$ cat config.mk
export PLATFORM = sky130hd
export DESIGN_NAME = hex_point_string_decoder_top_flat
export DESIGN_NICKNAME = d
export VERILOG_FILES = /design/src/hw/rtl/hpsd_pkg.sv /design/src/hw/rtl/hpsd_ifs.sv /design/src/hw/rtl/hpsd_parse.sv /design/src/hw/rtl/hpsd_scale.sv /design/src/hw/rtl/hex_point_string_decoder_top.sv /design/src/flat_wrapper.sv
export SDC_FILE = /design/constraint.sdc
export NUM_CORES = 1
export LEC_CHECK = 0
export BUFFER_PORTS_ARGS = -buffer_cell sky130_fd_sc_hd__buf_2
export CAP_MARGIN = 20
export CORE_MARGIN = 2
export CORE_UTILIZATION = 38
export DETAILED_ROUTE_END_ITERATION = 6
export PLACE_DENSITY_LB_ADDON = 0.25
export SYNTH_ARGS = -nofsm -noshare
export SYNTH_HDL_FRONTEND = slang
export SYNTH_SLANG_ARGS = --single-unit
$ cat constraint.sdc
create_clock -name i_clk -period 5.5 [get_ports i_clk]
set_input_delay 0.275 -clock i_clk [delete_from_list [all_inputs] [get_ports i_clk]]
set_output_delay 0.275 -clock i_clk [all_outputs]
set_load 0.05 [all_outputs]
$ cat src/hw/rtl/hpsd_pkg.sv
// hpsd_pkg: shared types, character codes and helpers for the hex point string decoder
// used by the channel interfaces and every module of the decoder; no dependencies

package hpsd_pkg;

    localparam int CHAR_W  = 8;
    localparam int COORD_W = 15;
    localparam int SCALE_W = 15;
    localparam int RAW_W   = 8;
    localparam int NIB_W   = 4;
    localparam int PROD_W  = RAW_W + SCALE_W;

    // scale is in 1/256 units, rounding adds one half
    localparam int                 SCALE_SHIFT = 8;
    localparam logic [SCALE_W-1:0] SCALE_RESET = SCALE_W'(256);
    localparam logic [PROD_W-1:0]  ROUND_HALF  = PROD_W'(256 / 2);

    localparam logic [CHAR_W-1:0] CHAR_ZERO  = 8'h30;  // '0'
    localparam logic [CHAR_W-1:0] CHAR_NINE  = 8'h39;  // '9'
    localparam logic [CHAR_W-1:0] CHAR_UA    = 8'h41;  // 'A'
    localparam logic [CHAR_W-1:0] CHAR_UF    = 8'h46;  // 'F'
    localparam logic [CHAR_W-1:0] CHAR_LA    = 8'h61;  // 'a'
    localparam logic [CHAR_W-1:0] CHAR_LF    = 8'h66;  // 'f'
    localparam logic [CHAR_W-1:0] CHAR_DOT   = 8'h2E;  // '.'
    localparam logic [CHAR_W-1:0] CHAR_SPACE = 8'h20;  // ' '
    localparam logic [CHAR_W-1:0] HEX_TEN    = 8'd10;

    // place of the next character inside a four-character group
    typedef enum logic [1:0] {
        POS_X_HI = 2'd0,
        POS_X_LO = 2'd1,
        POS_Y_HI = 2'd2,
        POS_Y_LO = 2'd3
    } t_pos;

    // unscaled point handed from the parser to the scaler
    typedef struct packed {
        logic             valid;
        logic [RAW_W-1:0] x;
        logic [RAW_W-1:0] y;
        logic             closing;
    } t_point;

    // hex digit value, anything that is not a hex digit counts as zero
    function automatic logic [NIB_W-1:0] hex_value(input logic [CHAR_W-1:0] ch);
        logic [CHAR_W-1:0] d;
        d = '0;
        if (ch >= CHAR_ZERO && ch <= CHAR_NINE) begin
            d = ch - CHAR_ZERO;
        end else if (ch >= CHAR_UA && ch <= CHAR_UF) begin
            d = ch - CHAR_UA + HEX_TEN;
        end else if (ch >= CHAR_LA && ch <= CHAR_LF) begin
            d = ch - CHAR_LA + HEX_TEN;
        end
        return d[NIB_W-1:0];
    endfunction

endpackage

$ cat src/hw/rtl/hpsd_ifs.sv
// hpsd channel interfaces: character input, point output and scale register write
// depends on hpsd_pkg for field widths

interface hpsd_char_if;
    import hpsd_pkg::*;
    logic              valid;
    logic              ready;
    logic [CHAR_W-1:0] char_code;
    logic              end_of_string;

    modport source (output valid, output char_code, output end_of_string, input ready);
    modport sink   (input valid, input char_code, input end_of_string, output ready);
endinterface

interface hpsd_point_if;
    import hpsd_pkg::*;
    logic               valid;
    logic               ready;
    logic [COORD_W-1:0] x_coord;
    logic [COORD_W-1:0] y_coord;
    logic               is_closing;

    modport source (output valid, output x_coord, output y_coord, output is_closing,
                    input ready);
    modport sink   (input valid, input x_coord, input y_coord, input is_closing,
                    output ready);
endinterface

interface hpsd_cfg_if;
    import hpsd_pkg::*;
    logic               valid;
    logic               ready;
    logic [SCALE_W-1:0] scale_factor;

    modport source (output valid, output scale_factor, input ready);
    modport sink   (input valid, input scale_factor, output ready);
endinterface

$ cat src/hw/rtl/hpsd_parse.sv
// hpsd_parse: group parser, subpath start memory and point selection
// depends on hpsd_pkg (t_pos, t_point, hex_value, character codes)

module hpsd_parse (
    input  logic                      i_clk,
    input  logic                      i_rst_n,
    input  logic                      i_go,
    input  logic [hpsd_pkg::CHAR_W-1:0] i_char,
    input  logic                      i_eos,
    output hpsd_pkg::t_point          o_point
);
    import hpsd_pkg::*;

    t_pos              r_pos, n_pos;
    logic [RAW_W-1:0]  r_part_x, n_part_x;
    logic [NIB_W-1:0]  r_part_y, n_part_y;
    logic              r_after_sep, n_after_sep;
    logic              r_have_start, n_have_start;
    logic [RAW_W-1:0]  r_start_x, n_start_x;
    logic [RAW_W-1:0]  r_start_y, n_start_y;

    logic [NIB_W-1:0]  w_digit;
    logic [RAW_W-1:0]  w_y_full;

    assign w_digit  = hex_value(i_char);
    assign w_y_full = {r_part_y, w_digit};

    // parser state register
    always_ff @(posedge i_clk) begin
        if (!i_rst_n) begin
            r_pos        <= POS_X_HI;
            r_part_x     <= '0;
            r_part_y     <= '0;
            r_after_sep  <= 1'b0;
            r_have_start <= 1'b0;
            r_start_x    <= '0;
            r_start_y    <= '0;
        end else if (i_go) begin
            r_pos        <= n_pos;
            r_part_x     <= n_part_x;
            r_part_y     <= n_part_y;
            r_after_sep  <= n_after_sep;
            r_have_start <= n_have_start;
            r_start_x    <= n_start_x;
            r_start_y    <= n_start_y;
        end
    end

    // next state and emitted point for one character
    always_comb begin
        n_pos        = r_pos;
        n_part_x     = r_part_x;
        n_part_y     = r_part_y;
        n_after_sep  = r_after_sep;
        n_have_start = r_have_start;
        n_start_x    = r_start_x;
        n_start_y    = r_start_y;
        o_point.valid   = 1'b0;
        o_point.x       = r_start_x;
        o_point.y       = r_start_y;
        o_point.closing = 1'b1;

        if (i_eos) begin
            // close the open subpath and start afresh
            o_point.valid = i_go && r_have_start;
            n_pos        = POS_X_HI;
            n_part_x     = '0;
            n_part_y     = '0;
            n_after_sep  = 1'b0;
            n_have_start = 1'b0;
            n_start_x    = '0;
            n_start_y    = '0;
        end else begin
            case (r_pos)
                POS_X_HI: begin
                    if (i_char == CHAR_DOT) begin
                        n_after_sep   = 1'b1;
                        o_point.valid = i_go && r_have_start;
                    end else if (i_char != CHAR_SPACE) begin
                        n_part_x = {w_digit, {NIB_W{1'b0}}};
                        n_pos    = POS_X_LO;
                    end
                end
                POS_X_LO: begin
                    n_part_x = r_part_x | {{NIB_W{1'b0}}, w_digit};
                    n_pos    = POS_Y_HI;
                end
                POS_Y_HI: begin
                    n_part_y = w_digit;
                    n_pos    = POS_Y_LO;
                end
                POS_Y_LO: begin
                    o_point.valid   = i_go;
                    o_point.x       = r_part_x;
                    o_point.y       = w_y_full;
                    o_point.closing = 1'b0;
                    // first point after a separator becomes the subpath start
                    if (r_after_sep) begin
                        n_start_x    = r_part_x;
                        n_start_y    = w_y_full;
                        n_have_start = 1'b1;
                        n_after_sep  = 1'b0;
                    end
                    n_pos    = POS_X_HI;
                    n_part_x = '0;
                    n_part_y = '0;
                end
                default: begin
                    n_pos = POS_X_HI;
                end
            endcase
        end
    end

    // end of string leaves a clean parser
    a_eos_clears: assert property (@(posedge i_clk) disable iff (!i_rst_n)
        i_go && i_eos |=> r_pos == POS_X_HI && !r_have_start && !r_after_sep)
        else $error("parser not cleared after end of string");

    // a closing point needs a remembered start
    a_close_has_start: assert property (@(posedge i_clk) disable iff (!i_rst_n)
        o_point.valid && o_point.closing |-> r_have_start)
        else $error("closing point without subpath start");

    // the fourth character of a group always emits and restarts the group
    a_group_emits: assert property (@(posedge i_clk) disable iff (!i_rst_n)
        i_go && !i_eos && r_pos == POS_Y_LO |-> o_point.valid ##1 r_pos == POS_X_HI)
        else $error("completed group did not emit a point");

endmodule

$ cat src/hw/rtl/hpsd_scale.sv
// hpsd_scale: coordinate scaling and the output result register
// depends on hpsd_pkg (t_point, widths, rounding constants) and hpsd_point_if

module hpsd_scale (
    input  logic                         i_clk,
    input  logic                         i_rst_n,
    input  hpsd_pkg::t_point             i_point,
    input  logic [hpsd_pkg::SCALE_W-1:0] i_scale,
    output logic                         o_free,
    hpsd_point_if.source                 o_out
);
    import hpsd_pkg::*;

    logic               r_valid;
    logic [COORD_W-1:0] r_x;
    logic [COORD_W-1:0] r_y;
    logic               r_closing;

    logic [PROD_W-1:0]  w_prod_x;
    logic [PROD_W-1:0]  w_prod_y;
    logic [PROD_W-1:0]  w_round_x;
    logic [PROD_W-1:0]  w_round_y;

    // (v * scale + 128) / 256, the sum stays inside the product width
    assign w_prod_x  = PROD_W'(i_point.x) * PROD_W'(i_scale);
    assign w_prod_y  = PROD_W'(i_point.y) * PROD_W'(i_scale);
    assign w_round_x = w_prod_x + ROUND_HALF;
    assign w_round_y = w_prod_y + ROUND_HALF;

    // output register takes a new point once the old one is gone
    assign o_free = !r_valid || o_out.ready;

    always_ff @(posedge i_clk) begin
        if (!i_rst_n) begin
            r_valid <= 1'b0;
        end else if (o_free) begin
            r_valid <= i_point.valid;
        end
    end

    always_ff @(posedge i_clk) begin
        if (o_free && i_point.valid) begin
            r_x       <= w_round_x[SCALE_SHIFT +: COORD_W];
            r_y       <= w_round_y[SCALE_SHIFT +: COORD_W];
            r_closing <= i_point.closing;
        end
    end

    assign o_out.valid      = r_valid;
    assign o_out.x_coord    = r_x;
    assign o_out.y_coord    = r_y;
    assign o_out.is_closing = r_closing;

endmodule

$ cat src/hw/rtl/hex_point_string_decoder_top.sv
// hex_point_string_decoder_top: character input register, scale register, parser and scaler
// depends on hpsd_pkg, hpsd_ifs (channel interfaces), hpsd_parse and hpsd_scale
//
// usage
//   i_char  : one character request per cycle (char_code, end_of_string);
//             every four hex characters make a point, '.' closes a subpath,
//             end_of_string closes the open subpath and clears the parser
//   o_point : scaled point requests (x_coord, y_coord, is_closing)
//   i_cfg   : scale_factor write, always ready; write only while idle
// latency: a character taken at edge n gives its point at the output after
//   edge n+1 (two cycles request to request); characters with no point just
//   update the parser
// throughput: one character per cycle, set by the single parser stage and
//   the output register; the input register lets a character be taken while
//   a point waits at the output
// reset: scale_factor returns to 256, parser and subpath start are cleared,
//   both registers are empty; no clearing pass
// stall: when o_point is held, the output register keeps its point, the
//   input register fills once and i_char.ready drops until the point leaves

module hex_point_string_decoder_top (
    input  logic         i_clk,
    input  logic         i_rst_n,
    hpsd_char_if.sink    i_char,
    hpsd_cfg_if.sink     i_cfg,
    hpsd_point_if.source o_point
);
    import hpsd_pkg::*;

    logic               r_in_valid;
    logic [CHAR_W-1:0]  r_in_char;
    logic               r_in_eos;
    logic [SCALE_W-1:0] r_scale;

    logic   w_free;
    logic   w_go;
    t_point w_point;

    // character moves into the parser once the output side can take its point
    assign w_go         = r_in_valid && w_free;
    assign i_char.ready = !r_in_valid || w_go;
    assign i_cfg.ready  = 1'b1;

    // input register
    always_ff @(posedge i_clk) begin
        if (!i_rst_n) begin
            r_in_valid <= 1'b0;
        end else if (i_char.ready) begin
            r_in_valid <= i_char.valid;
        end
    end

    always_ff @(posedge i_clk) begin
        if (i_char.ready && i_char.valid) begin
            r_in_char <= i_char.char_code;
            r_in_eos  <= i_char.end_of_string;
        end
    end

    // scale register
    always_ff @(posedge i_clk) begin
        if (!i_rst_n) begin
            r_scale <= SCALE_RESET;
        end else if (i_cfg.valid) begin
            r_scale <= i_cfg.scale_factor;
        end
    end

    hpsd_parse u_parse (
        .i_clk   (i_clk),
        .i_rst_n (i_rst_n),
        .i_go    (w_go),
        .i_char  (r_in_char),
        .i_eos   (r_in_eos),
        .o_point (w_point)
    );

    hpsd_scale u_scale (
        .i_clk   (i_clk),
        .i_rst_n (i_rst_n),
        .i_point (w_point),
        .i_scale (r_scale),
        .o_free  (w_free),
        .o_out   (o_point)
    );

endmodule
$ cat src/flat_wrapper.sv
// flat-port wrapper written by rule: the top's interface ports become plain ports
module hex_point_string_decoder_top_flat import hpsd_pkg::*;
  (i_clk, i_rst_n, i_char_valid, i_char_char_code, i_char_end_of_string, i_char_ready, i_cfg_valid, i_cfg_scale_factor, i_cfg_ready, o_point_valid, o_point_x_coord, o_point_y_coord, o_point_is_closing, o_point_ready);
  hpsd_char_if i_char_i ();
  hpsd_cfg_if i_cfg_i ();
  hpsd_point_if o_point_i ();
  input  logic i_clk;
  input  logic i_rst_n;
  input wire logic [$bits(i_char_i.valid)-1:0] i_char_valid;
  input wire logic [$bits(i_char_i.char_code)-1:0] i_char_char_code;
  input wire logic [$bits(i_char_i.end_of_string)-1:0] i_char_end_of_string;
  output wire logic [$bits(i_char_i.ready)-1:0] i_char_ready;
  input wire logic [$bits(i_cfg_i.valid)-1:0] i_cfg_valid;
  input wire logic [$bits(i_cfg_i.scale_factor)-1:0] i_cfg_scale_factor;
  output wire logic [$bits(i_cfg_i.ready)-1:0] i_cfg_ready;
  output wire logic [$bits(o_point_i.valid)-1:0] o_point_valid;
  output wire logic [$bits(o_point_i.x_coord)-1:0] o_point_x_coord;
  output wire logic [$bits(o_point_i.y_coord)-1:0] o_point_y_coord;
  output wire logic [$bits(o_point_i.is_closing)-1:0] o_point_is_closing;
  input wire logic [$bits(o_point_i.ready)-1:0] o_point_ready;
  assign i_char_i.valid = i_char_valid;
  assign i_char_i.char_code = i_char_char_code;
  assign i_char_i.end_of_string = i_char_end_of_string;
  assign i_char_ready = i_char_i.ready;
  assign i_cfg_i.valid = i_cfg_valid;
  assign i_cfg_i.scale_factor = i_cfg_scale_factor;
  assign i_cfg_ready = i_cfg_i.ready;
  assign o_point_valid = o_point_i.valid;
  assign o_point_x_coord = o_point_i.x_coord;
  assign o_point_y_coord = o_point_i.y_coord;
  assign o_point_is_closing = o_point_i.is_closing;
  assign o_point_i.ready = o_point_ready;
  hex_point_string_decoder_top u_core (.i_clk(i_clk), .i_rst_n(i_rst_n), .i_char(i_char_i), .i_cfg(i_cfg_i), .o_point(o_point_i));
endmodule
; Yosys cells after proc, flatten, opt, wreduce, memory -nomap -nowiden
; Index checks and enable logic that the tools add are counted.
[op_classes]
mux = 30
n_mul = 2
n_addsub = 7
reduce_logical = 22
n_lt_le_gt_ge = 6
bitwise = 1
eq_ne = 8
[ops]
columns = cell, n
row1 = $mux 8, 9
row2 = $add 23x8->23 const B, 2
row3 = $mul 8x15->23, 2
row4 = $mux 17, 2
row5 = $pmux 8 s3, 1
row6 = $ge 8x7->1 const B, 2
row7 = $le 8x7->1 const B, 2
row8 = $mux 4, 4
row9 = $sub 4x1->4 const B, 3
row10 = $ne 3x2->1 const B, 3
row11 = $reduce_and 3->1, 3
row12 = $add 4x4->4 const B, 2
row13 = $eq 8x6->1 const B, 1
row14 = $ge 8x6->1 const B, 1
row15 = $le 8x6->1 const B, 1
row16 = $ne 8x6->1 const B, 1
row17 = $or 8x4->8, 1
row18 = $pmux 2 s4, 1
row19 = $pmux 4 s2, 1
row20 = $logic_and 1x1->1, 7
row21 = $mux 1, 7
row22 = $mux 2, 3
row23 = $reduce_bool 3->1, 2
row24 = $eq 2x2->1 const B, 2
row25 = other kinds (9), 13
[totals]
wordCells = 91
register_bits = 89
inputBits = 29
output_inout_bits = 34

; Longest topological paths before layout
[depth]
word_depth = 9
depth_mapped = 24
mapped_depth_nobuf = 23

; Hierarchy
; A second synthesis with hierarchy kept.
[hier_totals]
cells_unflattened = 1185
area_unflattened_um2 = 11298.3
[by_module_without_submodules]
columns = mod, instances, seq_area_each_um2, area_per_inst_um2, cells_per_inst
row1 = hpsd_scale, 1, 950.9, 8615.8, 929
row2 = hpsd_parse, 1, 640.6, 1774.2, 191
row3 = hex_point_string_decoder_top, 1, 590.6, 908.4, 65

; Worst setup path before layout
; No wires, ideal clock.
[synth_path]
kind = flip-flop to flip-flop
from = register u_core.r_in_char[0]
to = register u_core.u_scale.r_y[14] (netlist: u_core.u_scale.o_out.y_coord[14]), data pin
n_path_buf = 0
path_slack_ns = -0.063
setup_time_ns = 0.264
period_less_slack_ns = 5.563
stages_incl_launch_ff = 24
t_arrival_ns = 5.299
t_required_ns = 5.236
path_cell_list = edfxtp_1 inv_1 ha_1 o21bai_1 a21oi_2 a31oi_1 o22a_1 mux2_2 and2_1 fa_1 inv_1 fa_1 inv_1 fa_1 inv_1 fa_1 inv_1 ha_1 a211oi_1 o21ai_0 a32oi_1 o21ai_0 a221oi_1 xnor2_1
[synth_via]
elab_chain_cells = 9
elab_cells_between_ends = 21
cone_classes = 6 x add/sub / 1 x mul / 6 x order compare / 5 x mux / 3 x reduce/logical
[synth_rtl]
columns = element, line_no
row1 = "start, declared", hex_point_string_decoder_top.sv:31  ; logic [CHAR_W-1:0] r_in_char;
row2 = "start signal, assigned", hex_point_string_decoder_top.sv:55  ; r_in_char <= i_char.char_code;
row3 = $sub 4x1->4 (tied with other cells), "hpsd_pkg.sv:51, hpsd_pkg.sv:53"
row4 = $add 4x4->4 / $logic_and 1x1->1 (equally long branches), "hpsd_pkg.sv:51, hpsd_pkg.sv:53, hpsd_pkg.sv:52"
row5 = $mux 4, hpsd_pkg.sv:52  ; end else if (ch >= CHAR_LA && ch <= CHAR_LF) begin
row6 = $mux 4, hpsd_pkg.sv:50  ; end else if (ch >= CHAR_UA && ch <= CHAR_UF) begin
row7 = $mux 4 (*), hpsd_pkg.sv:48  ; if (ch >= CHAR_ZERO && ch <= CHAR_NINE) begin
row8 = $mux 17 (*), hpsd_parse.sv:74  ; case (r_pos)
row9 = $mux 17 (*), hpsd_parse.sv:63  ; if (i_eos) begin
row10 = $mul 8x15->23 (*), hpsd_scale.sv:26  ; assign w_prod_y = PROD_W'(i_point.y) * PROD_W'(i_scale);
row11 = $add 23x8->23 (*), hpsd_scale.sv:28  ; assign w_round_y = w_prod_y + ROUND_HALF;
row12 = via u_core.u_scale.w_round_y[22], hpsd_scale.sv:22  ; logic [PROD_W-1:0] w_round_y;
row13 = "end signal, assigned", hpsd_scale.sv:44  ; r_y <= w_round_y[SCALE_SHIFT +: COORD_W];
row14 = "end, declared", hpsd_scale.sv:16  ; logic [COORD_W-1:0] r_y;
; Mark *: on every way through the listed nets, which the timed path passes. The rest lies on a longest branch.
; A chain may end at the register's enable or synchronous reset.

; Worst setup path in the final report
[layout_path]
from = register u_core.r_in_char[1]
to = register u_core.u_scale.r_y[13] (netlist: u_core.u_scale.o_out.y_coord[13]), data pin
; The elaborated chain is that of the path after synthesis.

==> results_dict.tcl <==
set metrics [dict create \
    cp-start-kind "register" \
    violations "negative setup slack" \
    power.density_nw_per_um2 117.2 \
    ir_worst_vdd_uv 117.4 \
    worst_slew_pin_slew_ns 0.9968 \
    h-tree-depth 3 \
    dpl_worst_slack_ns -0.2963 \
    syn_area_per_cell_um2 9.466 \
    path_class "register to register" \
    synth_edf_count 40 \
    yosys_warnings 0 \
    nNetsFinal 1596 \
    dp.cells 1653 \
    yosysSeqAreaShare 0.1950 \
    initial_core_util 0.3877 \
    p_leak_nw 6.298 \
    fin_skew_ns 0.01143 \
    gp_congestion 0.8328 \
    drive_above_1_share 0.2005 \
    cts_buffers 9 \
    grt_max_degree 45 \
    setup_viol 5 \
    clock-sinks 89 \
    utilization 0.4612 \
    io_buffers 61 \
    num_rows 62 \
    status "finished, violations left" \
    critPathMaxFanout 8 \
    insertion_delay_ns 0.36 \
    syn_inst 1182 \
    syn-num-nets 1476 \
    cts_tree "built" \
    min_period_ns 5.603 \
    synth-async-reset-ratio 0 \
    globalRoute.totalOverflow 0 \
    slowest_stage "fa_1" \
    cp-end-kind "register" \
    slew_viol_final 0 \
    io_pins 63 \
    post-route-period-util 1.019 \
    cts_root_buffer "clkbuf_16" \
    diodes 0 \
    first_iter_violations 396 \
    min_path_type "input pin to register" \
    cts_hold_buffers 0 \
    max_freq_mhz 178.5 \
    hold_violations 0 \
    dr.pass1.iters 4 \
    worst-endpoint-required_ns 5.62 \
    crit_chain "inv_2, ha_4, o21bai_4, a21oi_4, a31oi_1, o22a_1, mux2_4, and2_4, fa_1, inv_1, fa_1, inv_1, fa_1, fa_1, ha_4, a21oi_4, o21bai_4, a221o_2, a31oi_4, o21bai_1, xor2_1" \
    postLayoutSetupSlackWorst_ns -0.1033 \
    seq_area_um2 2183 \
    relSlewSlack 0.3339 \
    grt_usage 0.1773 \
    final_cell_count_no_fill 1691 \
    crit_arrival_ns 5.72 \
    syn2layout_area_growth_pct 18.96 \
    num_vias 8098 \
    die_h_um 175.6 \
    antenna_found_initial 0 \
    drv_cap 0 \
    rsz0062_at_grt "yes" \
    yosysUniqueCellTypes 67 \
    core-area_um2 28860 \
    ant_nets 0 \
    hpwl_um 19870 \
    syn-cell-area_um2 11190 \
    multiInputGateArea_um2 8411 \
    die_w_um 175.6 \
    crit_path_frequent_cell "fa_1" \
    clk_pin_slew_worst_paths_ns 0.08 \
    drt_wl_total_um 25760 \
    wl_per_cell_um 15.23 \
    drc 0 \
    fill_cells 2793 \
    clk_path_buf_depth 2 \
    synth_ff_type "dfxtp_1" \
    dieArea_um2 30830 \
    routed_via_density 4.789 \
    grt_pass1_vias 8778 \
    max_stage_delay_ns 0.54 \
    grt_pass1_wl_um 43700 \
    ys_seq_elements 89 \
]
-- routing by layer --
layer / vias to the layer above / global-route usage / wire [um]
met5: - / 0 / 0
met4: 0 / 0.04821 / 480
met3: 32 / 0.02597 / 951
met2: 117 / 0.3138 / 12700
met1: 3988 / 0.2260 / 11630
li1: 3961 / - / -
-- cell usage in the layout, fill, tap and decap left out, types with 5 or more instances in the layout --
master	instances
a21oi_1	35
a22oi_1	8
buf_2	62
inv_2	13
xnor2_1	13
clkbuf_16	10
mux2i_1	23
xor2_1	12
nand2b_1	22
and2_4	5
ha_1	99
buf_4	74
inv_1	205
nor2_1	21
a21o_1	7
buf_6	15
ha_4	12
nand2_1	113
edfxtp_1	40
o21ai_0	10
nor3b_1	13
and2_1	43
and3_1	6
nor2b_1	125
dfxtp_1	48
fa_1	151
mux2_2	5
nor3_1	7
-- cells by family after synthesis --
| family | after synthesis | synth area share |
|---|---|---|
| adder cells (fa/ha/maj) | 265 | 0.3997 |
| multiplexers | 36 | 0.03545 |
| AND/OR/NAND/NOR | 381 | 0.1854 |
| flip-flops | 89 | 0.1950 |
| buffers and inverters | 263 | 0.09081 |
| AO/OA/AOI/OAI | 122 | 0.07370 |
| XOR/XNOR | 25 | 0.01957 |
| other | 1 | 0.0003352 |
-- critical path, delay by kind of cell (launching register included) --
family	cells	cell delay, ns
adders and majority gates	6	2.37
AOI/OAI and AO/OA	9	1.61
DFF	1	0.47
muxes	1	0.35
buffers and inverters	3	0.24
and+or+nand+nor	1	0.16
xor gates and xnor gates	1	0.14
-- Yosys cell counts, drive strengths merged (3+ instances only) --
cell,instances,share of area
a211oi,5,0.0038
a21o,8,0.0055
a21oi,42,0.019
a22o,5,0.0040
a22oi,9,0.0060
a31oi,4,0.0022
and2,49,0.028
and3,7,0.0040
buf,14,0.0073
clkbuf,31,0.010
dfxtp,49,0.088
edfxtp,40,0.11
fa,154,0.28
ha,111,0.12
inv,218,0.073
mux2,9,0.0091
mux2i,27,0.026
nand2,115,0.039
nand2b,22,0.012
nand3,5,0.0022
nor2,25,0.0084
nor2b,125,0.070
nor3,7,0.0031
nor3b,13,0.0087
o211ai,3,0.0020
o21a,4,0.0027
o21ai,17,0.0076
o21bai,3,0.0020
xnor2,13,0.010
xor2,12,0.0094
-- repair_timing --
action / 4_1_cts / 5_1_grt
cloned: 0 / 1
pin swaps: 23 / 49
buffers inserted: 7 / 14
endpoints found under the hold margin: 0 / 0
setup endpoints to repair: 10 / 24
gates resized for setup: 23 / 85
-- metrics by stage --
stage	power (mW)	TNS (ns)	instance area (um^2)	hold WS, ns
final	1.560	-0.3058	13310	0.08000
after global routing	1.621	-2.299	13310	0.06382
after CTS	1.581	-0.2187	12820	0.06930
after detailed placement	0.8639	-1.605	12340	0.4537
after global placement	0.8632	-0.8687	12340	0.4564
after floorplan	0.8039	0	11190	0.3739
-- state kept, by name (all words and copies together) (netlist names), 2 cells and up --
name                          cells
u_core.u_parse.r_part_x           8
u_core.u_parse.r_part_y           4
u_core.r_in_char                  8
u_core.u_scale.o_out.x_coord     15
u_core.u_parse.r_pos              2
u_core.u_parse.r_start_x          8
u_core.u_scale.o_out.y_coord     15
u_core.u_parse.r_start_y          8
u_core.r_scale                   15
-- layout make-up --
class                           instances  share of cell area
Tap cell                              384             0.03610
Clock inverter                          5            0.005077
Inverter                              218             0.06148
Multi-Input combinational cell        830              0.6319
Sequential cell                        89              0.1640
Timing Repair Buffer                  154             0.08226
Clock buffer                           11             0.01908
-- where the power goes --
group	total (mW)	internal (mW)	switching, mW
sequential	0.730	0.700	0.0302
clock	0.701	0.389	0.312
combinational	0.129	0.0609	0.0678
total	1.56	1.15	0.410
-- final timing paths --
kind | startpoint | end | slack, ns | depth (start not counted)
max reg2reg | u_core.r_in_char[1]$_DFFE_PP_ | u_core.u_scale.o_out.y_coord[13]$_DFFE_PP_ | -0.10 | 21
max | u_core.r_in_char[1]$_DFFE_PP_ | u_core.u_scale.o_out.y_coord[13]$_DFFE_PP_ | -0.10 | 21
min | i_char_char_code[3] | u_core.r_in_char[3]$_DFFE_PP_ | 0.08 | 1
min reg2reg | u_core.u_parse.r_part_x[4]$_SDFFE_PN0P_ | u_core.u_parse.r_part_x[4]$_SDFFE_PN0P_ | 0.51 | 1
(Power assumes the default switching activity.)
